**config.mk**
```make
export PLATFORM = sky130hd
export DESIGN_NAME = eom_ctrl
export DESIGN_NICKNAME = d
export VERILOG_FILES = /design/src/rtl/extent_overlay_map_top_assert.svh /design/src/rtl/eom_pkg.sv /design/src/rtl/eom_ctrl.sv
export SDC_FILE = /design/constraint.sdc
export NUM_CORES = 1
export LEC_CHECK = 0
export BUFFER_PORTS_ARGS = -buffer_cell sky130_fd_sc_hd__buf_2
export CAP_MARGIN = 15
export CORE_AREA = 2 2 39 41
export CTS_BUF_LIST = sky130_fd_sc_hd__clkbuf_4 sky130_fd_sc_hd__clkbuf_8 sky130_fd_sc_hd__clkbuf_16
export DETAILED_ROUTE_END_ITERATION = 6
export DIE_AREA = 0 0 41 43
export PLACE_DENSITY = 0.69
export REMOVE_ABC_BUFFERS = 1
export SKIP_LAST_GASP = 1
export SLEW_MARGIN = 20
export SYNTH_ARGS = -nofsm -noshare
export SYNTH_HDL_FRONTEND = slang
export SYNTH_SLANG_ARGS = --single-unit
```
**constraint.sdc**
```tcl
create_clock -name clk -period 5.1 [get_ports clk]
set_clock_uncertainty 0.2 [all_clocks]
set_input_delay 0.255 -clock clk [delete_from_list [all_inputs] [get_ports clk]]
set_output_delay 0.255 -clock clk [all_outputs]
set_load 0.02 [all_outputs]
```
**src/rtl/extent_overlay_map_top_assert.svh**
```systemverilog
// assertion macros for the extent overlay map
// no dependencies; included by modules that carry concurrent checks
`ifndef EXTENT_OVERLAY_MAP_TOP_ASSERT_SVH
`define EXTENT_OVERLAY_MAP_TOP_ASSERT_SVH

// same-cycle implication, sampled on clk, off during reset
`define EOM_CHECK(lbl, ante, cons, msg) \
	lbl: assert property (@(posedge clk) disable iff (!arst_n) (ante) |-> (cons)) \
		else $error(msg);

// next-cycle implication, sampled on clk, off during reset
`define EOM_CHECK_NEXT(lbl, ante, cons, msg) \
	lbl: assert property (@(posedge clk) disable iff (!arst_n) (ante) |=> (cons)) \
		else $error(msg);

`endif

```
**src/rtl/eom_pkg.sv**
```systemverilog
// shared types and constants for the extent overlay map
// used by eom_ctrl, eom_dp and extent_overlay_map_top
package eom_pkg;

	// record length field width
	localparam int LEN_BITS = 32;

	// commands from controller to datapath
	typedef struct packed {
		logic       accept;
		logic       init;
		logic       rd;
		logic       calc;
		logic       look;
		logic       emit;
		logic [1:0] slot;
		logic       next;
		logic       emit_new;
		logic       commit;
		logic       res_load;
	} eom_cmd_t;

	// status from datapath to controller
	typedef struct packed {
		logic       lookup;
		logic       at_end;
		logic       look_done;
		logic       pre_phase;
		logic [1:0] emit_cnt;
	} eom_sts_t;

endpackage

```
**src/rtl/eom_ctrl.sv**
```systemverilog
// sequencer for the extent overlay map: item intake, table scan, result hand-off
// depends on eom_pkg
module eom_ctrl import eom_pkg::*; (
	input  logic     clk,
	input  logic     arst_n,
	input  logic     in_valid,
	output logic     in_stall,
	output logic     out_valid,
	input  logic     out_stall,
	input  eom_sts_t sts,
	output eom_cmd_t cmd
);

	localparam logic [2:0] S_IDLE   = 3'd0;
	localparam logic [2:0] S_PREP   = 3'd1;
	localparam logic [2:0] S_RD     = 3'd2;
	localparam logic [2:0] S_LD     = 3'd3;
	localparam logic [2:0] S_EM     = 3'd4;
	localparam logic [2:0] S_FIN    = 3'd5;
	localparam logic [2:0] S_COMMIT = 3'd6;
	localparam logic [2:0] S_DONE   = 3'd7;

	logic [2:0] state_q, state_d;
	logic [1:0] slot_q, slot_d;
	logic       out_valid_q;

	// next state and commands
	always_comb begin
		cmd     = '0;
		state_d = state_q;
		slot_d  = slot_q;
		unique case (state_q)
			S_IDLE: begin
				if (in_valid) begin
					cmd.accept = 1'b1;
					state_d    = S_PREP;
				end
			end
			S_PREP: begin
				cmd.init = 1'b1;
				slot_d   = 2'd0;
				state_d  = S_RD;
			end
			S_RD: begin
				if (sts.at_end) begin
					state_d = S_FIN;
				end else begin
					cmd.rd  = 1'b1;
					state_d = S_LD;
				end
			end
			S_LD: begin
				cmd.calc = 1'b1;
				state_d  = S_EM;
			end
			S_EM: begin
				if (sts.lookup) begin
					cmd.look = 1'b1;
					if (sts.look_done) begin
						state_d = S_DONE;
					end else begin
						cmd.next = 1'b1;
						state_d  = S_RD;
					end
				end else if (slot_q < sts.emit_cnt) begin
					cmd.emit = 1'b1;
					cmd.slot = slot_q;
					slot_d   = slot_q + 2'd1;
				end else begin
					cmd.next = 1'b1;
					slot_d   = 2'd0;
					state_d  = S_RD;
				end
			end
			S_FIN: begin
				if (sts.lookup) begin
					state_d = S_DONE;
				end else begin
					cmd.emit_new = sts.pre_phase;
					state_d      = S_COMMIT;
				end
			end
			S_COMMIT: begin
				cmd.commit = 1'b1;
				state_d    = S_DONE;
			end
			S_DONE: begin
				if (!out_valid_q || !out_stall) begin
					cmd.res_load = 1'b1;
					state_d      = S_IDLE;
				end
			end
		endcase
	end

	// state registers
	always_ff @(posedge clk or negedge arst_n) begin
		if (!arst_n) begin
			state_q     <= S_IDLE;
			slot_q      <= 2'd0;
			out_valid_q <= 1'b0;
		end else begin
			state_q <= state_d;
			slot_q  <= slot_d;
			if (cmd.res_load) begin
				out_valid_q <= 1'b1;
			end else if (!out_stall) begin
				out_valid_q <= 1'b0;
			end
		end
	end

	assign in_stall  = (state_q != S_IDLE);
	assign out_valid = out_valid_q;

endmodule

```
## Word-level counts from Yosys, hierarchy flattened

Index checks and enable logic that the tools add are counted.

- Bits in registers: 6
- Input bits: 10
- Output and inout bits: 14
- Word-level logic and storage cells: 56

- Add/sub/neg operators: 1
- $lt $le $gt $ge: 1
- Equal/unequal tests: 12
- Muxes and demuxes: 31
- Reductions and logical operators: 8

Operators by type and width:

| cell | number |
|---|---|
| 3-bit two-way mux | 8 |
| 3-bit case mux with 8 select lines | 1 |
| 1-bit two-way mux | 18 |
| 3-bit == test, second input constant | 4 |
| 3-bit by 2-bit == test with 1-bit output, second input constant | 2 |
| 2-bit != test, second input constant | 3 |
| 5-bit two-way mux | 1 |
| 2-bit two-way mux | 2 |
| 2-bit case mux with 2 select lines | 1 |
| 3-bit by 1-bit == test with 1-bit output, second input constant | 1 |
| 3-bit logical NOT | 1 |
| 3-bit != test, second input constant | 1 |
| 3-bit AND reduction | 1 |
| 3-bit nonzero test | 1 |
| 2-bit by 1-bit adder with 2-bit output, second input constant | 1 |
| 1-bit logical NOT | 2 |
| 2-bit < comparator | 1 |
| 2-bit by 1-bit != test with 1-bit output, second input constant | 1 |
| 2-bit AND reduction | 1 |
| 2-bit nonzero test | 1 |
| 1-bit logical OR | 1 |

## Logic depth before layout (Yosys ltp)

Gate-level depths: netlist of the first run.

- Depth after elaboration: 5
- Gate-level depth with buffers: 5
- Mapped depth without buffers: 5

## Worst setup path after synthesis of the first run

OpenSTA, ideal clock, no wires.

- Path type: flip-flop to output port
- Start point: register state_q[2]
- End point: output port cmd[5] (netlist bit)
- Arrival: 1.707 ns
- Data required time: 4.645 ns
- Path slack: 2.938 ns
- Stages on the path, launching flop included: 5
- Buffers on the path: 1
- Path through: dfrtp_1 buf_6 or3b_4 a2111oi_4 and2_2

RTL lines:

| item | RTL line | source |
|---|---|---|
| from (decl) | eom_ctrl.sv:23 | `logic [2:0] state_q, state_d;` |
| from (signal assigned) | eom_ctrl.sv:103 | `state_q <= state_d;` |
| to (decl) | eom_ctrl.sv:11 | `output eom_cmd_t cmd` |

==> results of run 1 <==
==> stage by stage <==
step	power [W]	setup slack (ps)	utilization [%]	cell area, µm²	hold WS [ps]
2_1_floorplan	0.000246	2850	-	468	-241
3_3_place_gp	0.000302	2900	43.6	603	-114
3_5_place_dp	0.000305	2790	43.6	603	-112
4_1_cts	0.000350	2530	45.9	636	89.0
5_1_grt	0.000378	2450	45.9	636	109
6_report	0.000345	2570	45.9	636	92.9
==> routing by layer <==
metal	up-vias	part of all wire (%)	track usage, %
met1	237	45	18.6
met5	-	0	0
li1	265	-	-
met4	0	0	2.00
met2	18	48	21.9
met3	0	6.5	8.38
==> area by class of cell <==
| cell class | count | area (µm²) |
|---|---|---|
| clock buffer | 3 | 22.5 |
| fill | 156 | 748 |
| inverter | 7 | 26.3 |
| multi-input combinational | 42 | 292 |
| sequential | 6 | 150 |
| tap | 16 | 20.0 |
| timing repair buffer | 24 | 125 |
==> worst max-delay path: cells and delay by family, from the launching register on <==
family	cells	cell delay (ps)
and+or+nand+nor	2	700
buffers and inverters	1	150
AOI/OAI and AO/OA	1	480
DFF	1	510
==> cells in the mapped netlist, drive strengths merged (2+ instances only) <==
cell type / number / share of area [%]
a211oi: 2 / 3.1
a31oi: 3 / 3.9
a21oi: 2 / 2.1
nand3: 3 / 3.1
nand2: 7 / 5.9
o21ai: 5 / 5.1
a2111oi: 2 / 7.5
inv: 7 / 5.4
nor2: 3 / 2.3
and3: 2 / 2.6
buf: 2 / 3.1
dfrtp: 6 / 31
==> worst paths after layout <==
| path | from | end | slack (ps) | cells after the start |
|---|---|---|---|---|
| worst max-delay path | state_q[0] | cmd[5] | 2570 | 4 |
| worst min-delay path | out_stall | out_valid | 90 | 3 |
| worst min register to register | slot_q[1] | slot_q[1] | 310 | 1 |
| min in group asynchronous | arst_n | slot_q[1] | 170 | 2 |
| max in group asynchronous | arst_n | out_valid | 4390 | 2 |
| worst max register to register | state_q[0] | slot_q[1] | 3120 | 4 |
==> sequential cells by signal, summed over array words and instances (netlist names) <==
name	flops
state_q	3
out_valid	1
slot_q	2
==> report_power, final <==
group | internal (W) | leakage (nW) | total [W] | switching (W)
sequential | 0.0000700 | 0.0738 | 0.000119 | 0.0000494
combinational | 0.0000778 | 0.247 | 0.000183 | 0.000106
clock | 0.0000265 | 0.0138 | 0.0000424 | 0.0000159
==> cell families after synthesis <==
kind of cell / after synthesis / synth area share (%)
simple gates: 22 / 25.5
buf+inv: 10 / 9.25
compound gates: 17 / 27.5
mux: 2 / 4.37
fa+ha+maj: 1 / 2.57
flops: 6 / 30.8
==> run summary, run 1 <==
Placed cells - 94
Area delta synth->final - 30.6%
Max VDD drop - 0.241 mV
Die W - 41 µm
Routed Antenna Nets - 0
Post-CTS Setup Bufs - 0
Cts hold-fix bufs - 1
Commonest non-fill, non-tap cell in the layout - buf_2
Vias in the first global route - 467
Nets - 95
Total grt overflow - 0
CTS tree - done
Worst-path clk slew - 40 ps
Leak - 0.335 nW
Status - completed
Max Root-Sink Buffers - 2
Post-Synthesis Cells - 58
Worst path max stage delay - 510 ps
Wire length per cell - 11.6 µm
Initial core utilization - 35.2%
Distinct cells, synth - 30
Final slew viol count - 0
Slew HR - 71.2%
Setup TNS - 0 ps
Sequential element share of the synthesized area - 30.8%
Cell Area, Synth - 487 µm²
H-tree depth - 1
Clk root buf - clkbuf_4
Worst-skew pair later-pin latency - 240 ps
Worst slew pin tran - 433 ps
Max FO, Critical Path - 14
Final WL - 1.14 mm
Cell Pwr Density - 543 nW/µm²
Max-cap viol count - 0
Clock period minus worst slack - 2530 ps
Port bufs - 23
Fin cells - 98
#FFs+latches synth - 6
Die area - 1760 µm²
FFs w/ async S/R, synth - 100%
Tot GR Track Use - 14.7%
Die H - 43 µm
Clock buffer count from CTS - 3
Ports - 24
First-pass GRT wire length - 1.80 mm
RSZ-0062 raised after global routing - no
Core area - 1380 µm²
FMAX - 395 MHz
Post-synth EDFFs - 0
Post-synth top flop - dfrtp_1
Router iterations before antenna repair - 4
Antenna violations before repair - 0
Crit path launch type - flip-flop
Via count - 520
Most frequent cells in the layout - 23 x buf_2, 7 x inv_1, 6 x nand2_1, 6 x dfrtp_1, 4 x o21ai_0
Drt first-iter violations - 3
Yosys warns - 0
Placement row count - 14
Worst Setup End Kind - output port
Vias per cell - 5.31
Syn_area_per_cell - 8.39 µm²
Hold WC Path Type - input pin to flip-flop
Final period util - 49.7%
Largest net degree at the start of global routing - 16
Crit-path cells - or3b_4 -> a2111oi_4 -> and2_2 -> buf_2
CTS Sinks - 6
Critical Path RT - 4640 ps
Remaining DRCs - 0
Final Hold Vio Count - 0
Fraction of layout cells with a size suffix above 1 - 39.0%
Worst Setup Path Type - flip-flop to output port
Final setup vio count - 0
Final GP Congestion - 0.775
Antenna Cells - 0
Hpwl dp - 887 µm
Arrival @ worst endpoint - 2080 ps
Resize count post-CTS - 0
CP max-delay cell - dfrtp_1
No activity file was read; power rests on OpenSTA's default activity.
==> run 2: changes to the inputs <==
Settings changed: PLACE_DENSITY 0.69 to 0.72.
Clock period 5.1 ns to 2.1 ns, I/O delays scaled along.
==> run 2 against run 1 <==
First-iteration DRC count is 33% higher; register-to-register slack worse by 2800 ps; utilization is 5.7 points higher; critical path depth unchanged; sequential cell count unchanged; routed wire length rose by 15%; combinational power grew to 3.4 times the previous value; power grew to 2.7 times the previous value; cell area is 12% higher; worst setup slack worse by 2500 ps; highest routed layer unchanged.
==> run summary, run 2 (synthesis results as in run 1) <==
Status - completed
Router iterations before antenna repair - 4 (unchanged)
Wire length per cell - 12.3 µm (+6.1%)
Post-route setup slack - 68.5 ps (-2500 ps)
Crit-path cells - ha_4 -> a2111oi_4 -> and2_4 -> buf_2
Tot GR Track Use - 17.4% (+2.7 points)
Slew HR - 74.4% (+3.2 points)
Total grt overflow - 0 (unchanged)
Nets - 103 (+8.4%)
Fin cells - 106 (+8.2%)
Max Root-Sink Buffers - 2 (unchanged)
Worst-path clk slew - 50 ps (about the same)
Worst path max stage delay - 450 ps (-60 ps)
Critical Path RT - 1790 ps (-2850 ps)
FMAX - 492 MHz
Worst Setup End Kind - output port
First-pass GRT wire length - 2.06 mm (+15%)
Worst-skew pair later-pin latency - 250 ps (about the same)
Register name with the most flops - state_q
Hpwl dp - 947 µm (+6.8%)
Final setup vio count - 0 (unchanged)
Drt first-iter violations - 4 (+1)
Crit path launch type - flip-flop
Dpl ws - 149 ps (-2640 ps)
Ports - 24 (unchanged)
Clock buffer count from CTS - 3 (unchanged)
CTS tree - done
Arrival @ worst endpoint - 1730 ps (-350 ps)
Antenna Cells - 0 (unchanged)
Placed cells - 97 (+3.2%)
Final Hold Vio Count - 0 (unchanged)
CP max-delay cell - a2111oi_4
Vias in the first global route - 509 (+9.0%)
Die area - 1760 µm² (unchanged)
Port bufs - 23 (unchanged)
Fin Hold WS - 5.05 ps (-87.8 ps)
Cell Pwr Density - 1320 nW/µm² (+140%)
Max FO, Critical Path - 4 (-10)
Leak - 0.376 nW (+12%)
Vias per cell - 5.00 (-5.8%)
Worst slew pin tran - 375 ps (-58.0 ps)
Routed Antenna Nets - 0 (unchanged)
CTS Sinks - 6 (unchanged)
Die W - 41 µm (unchanged)
Final period util - 96.7%
Worst Setup Path Type - flip-flop to output port
Core area - 1380 µm² (unchanged)
Fin util - 51.6% (+5.7 points)
Final GP Congestion - 0.765 (-1.2%)
Most frequent cells in the layout - 23 x buf_2, 7 x inv_1, 7 x buf_4, 6 x nand2_1, 6 x dfrtp_1
Remaining DRCs - 0 (unchanged)
Final WL - 1.30 mm (+15%)
Fraction of layout cells with a size suffix above 1 - 44.4% (+5.4 points)
Antenna violations before repair - 0 (unchanged)
Clock period minus worst slack - 2030 ps
# fillers - 143 (-8.3%)
Clk root buf - clkbuf_4
Area delta synth->final - 46.8%
Largest net degree at the start of global routing - 15 (-1)
Final slew viol count - 0 (unchanged)
Initial core utilization - 35.2% (unchanged)
Die H - 43 µm (unchanged)
Placement row count - 14 (unchanged)
Top Family by Delay on Critical Path - compound AO/OA/AOI/OAI gates
Buf/Inv on CP - 1 (unchanged)
Via count - 530 (+1.9%)
H-tree depth - 1 (unchanged)
Max reg flops - 3 (unchanged)
Max-cap viol count - 0 (unchanged)
Hold WC Path Type - input pin to asynchronous set/reset pin
Commonest non-fill, non-tap cell in the layout - buf_2
Max VDD drop - 0.472 mV (+96%)
[run 2: cell types whose count changed in the layout (fill, tap and decap cells not counted)]
cell	before	now
and2_2	1	0
and2_4	0	1
buf_4	0	7
dlygate4sd3_1	1	2
ha_1	1	0
ha_4	0	1
or2b_2	1	0
or2b_4	0	1
[run 2: per-layer routing]
layer	GRT usage (%)	share of wire [%]
met1	18.4	42
met2	29.4	52
met3	9.95	6.9
met4	2.00	0
met5	0	0
[run 2: worst paths after layout]
kind | cells after the start | end | from | slack (ps)
max | 4 | cmd[5] | slot_q[1] | 70
min | 2 | state_q[1] | arst_n | 5
max reg2reg | 5 | slot_q[0] | slot_q[1] | 310
min reg2reg | 1 | slot_q[1] | slot_q[1] | 350
max in group asynchronous | 2 | state_q[2] | arst_n | 1540
min in group clk | 3 | state_q[0] | in_valid | 10
[run 2: report_power, final]
part	internal, W	switching [W]
sequential	0.000171	0.0000417
clock	0.0000648	0.0000439
combinational	0.000262	0.000363
[run 2: repair_timing]
action	4_1_cts	5_1_grt
pin swaps	1	1
endpoints found under the setup margin	3	2
hold endpoints to repair	9	0
setup buffers	3	1
hold buffers	2	0
resized for setup	3	0
[run 2: final cells by class]
type	instances	area (µm²)	share of cell area, %
Sequential cell	6	150	21.0
Multi-Input combinational cell	42	308	43.1
Clock buffer	3	22.5	3.15
Tap cell	16	20.0	2.80
Inverter	7	26.3	3.68
Timing Repair Buffer	32	188	26.3
[run 2: stage by stage]
stage,power [W],setup TNS (ps),area [µm²]
final,0.000946,0,714
after global routing,0.00102,-8.06,714
after CTS,0.000949,0,707
after detailed placement,0.000790,0,626
after global placement,0.000784,0,626
after floorplan,0.000598,-1.09,468
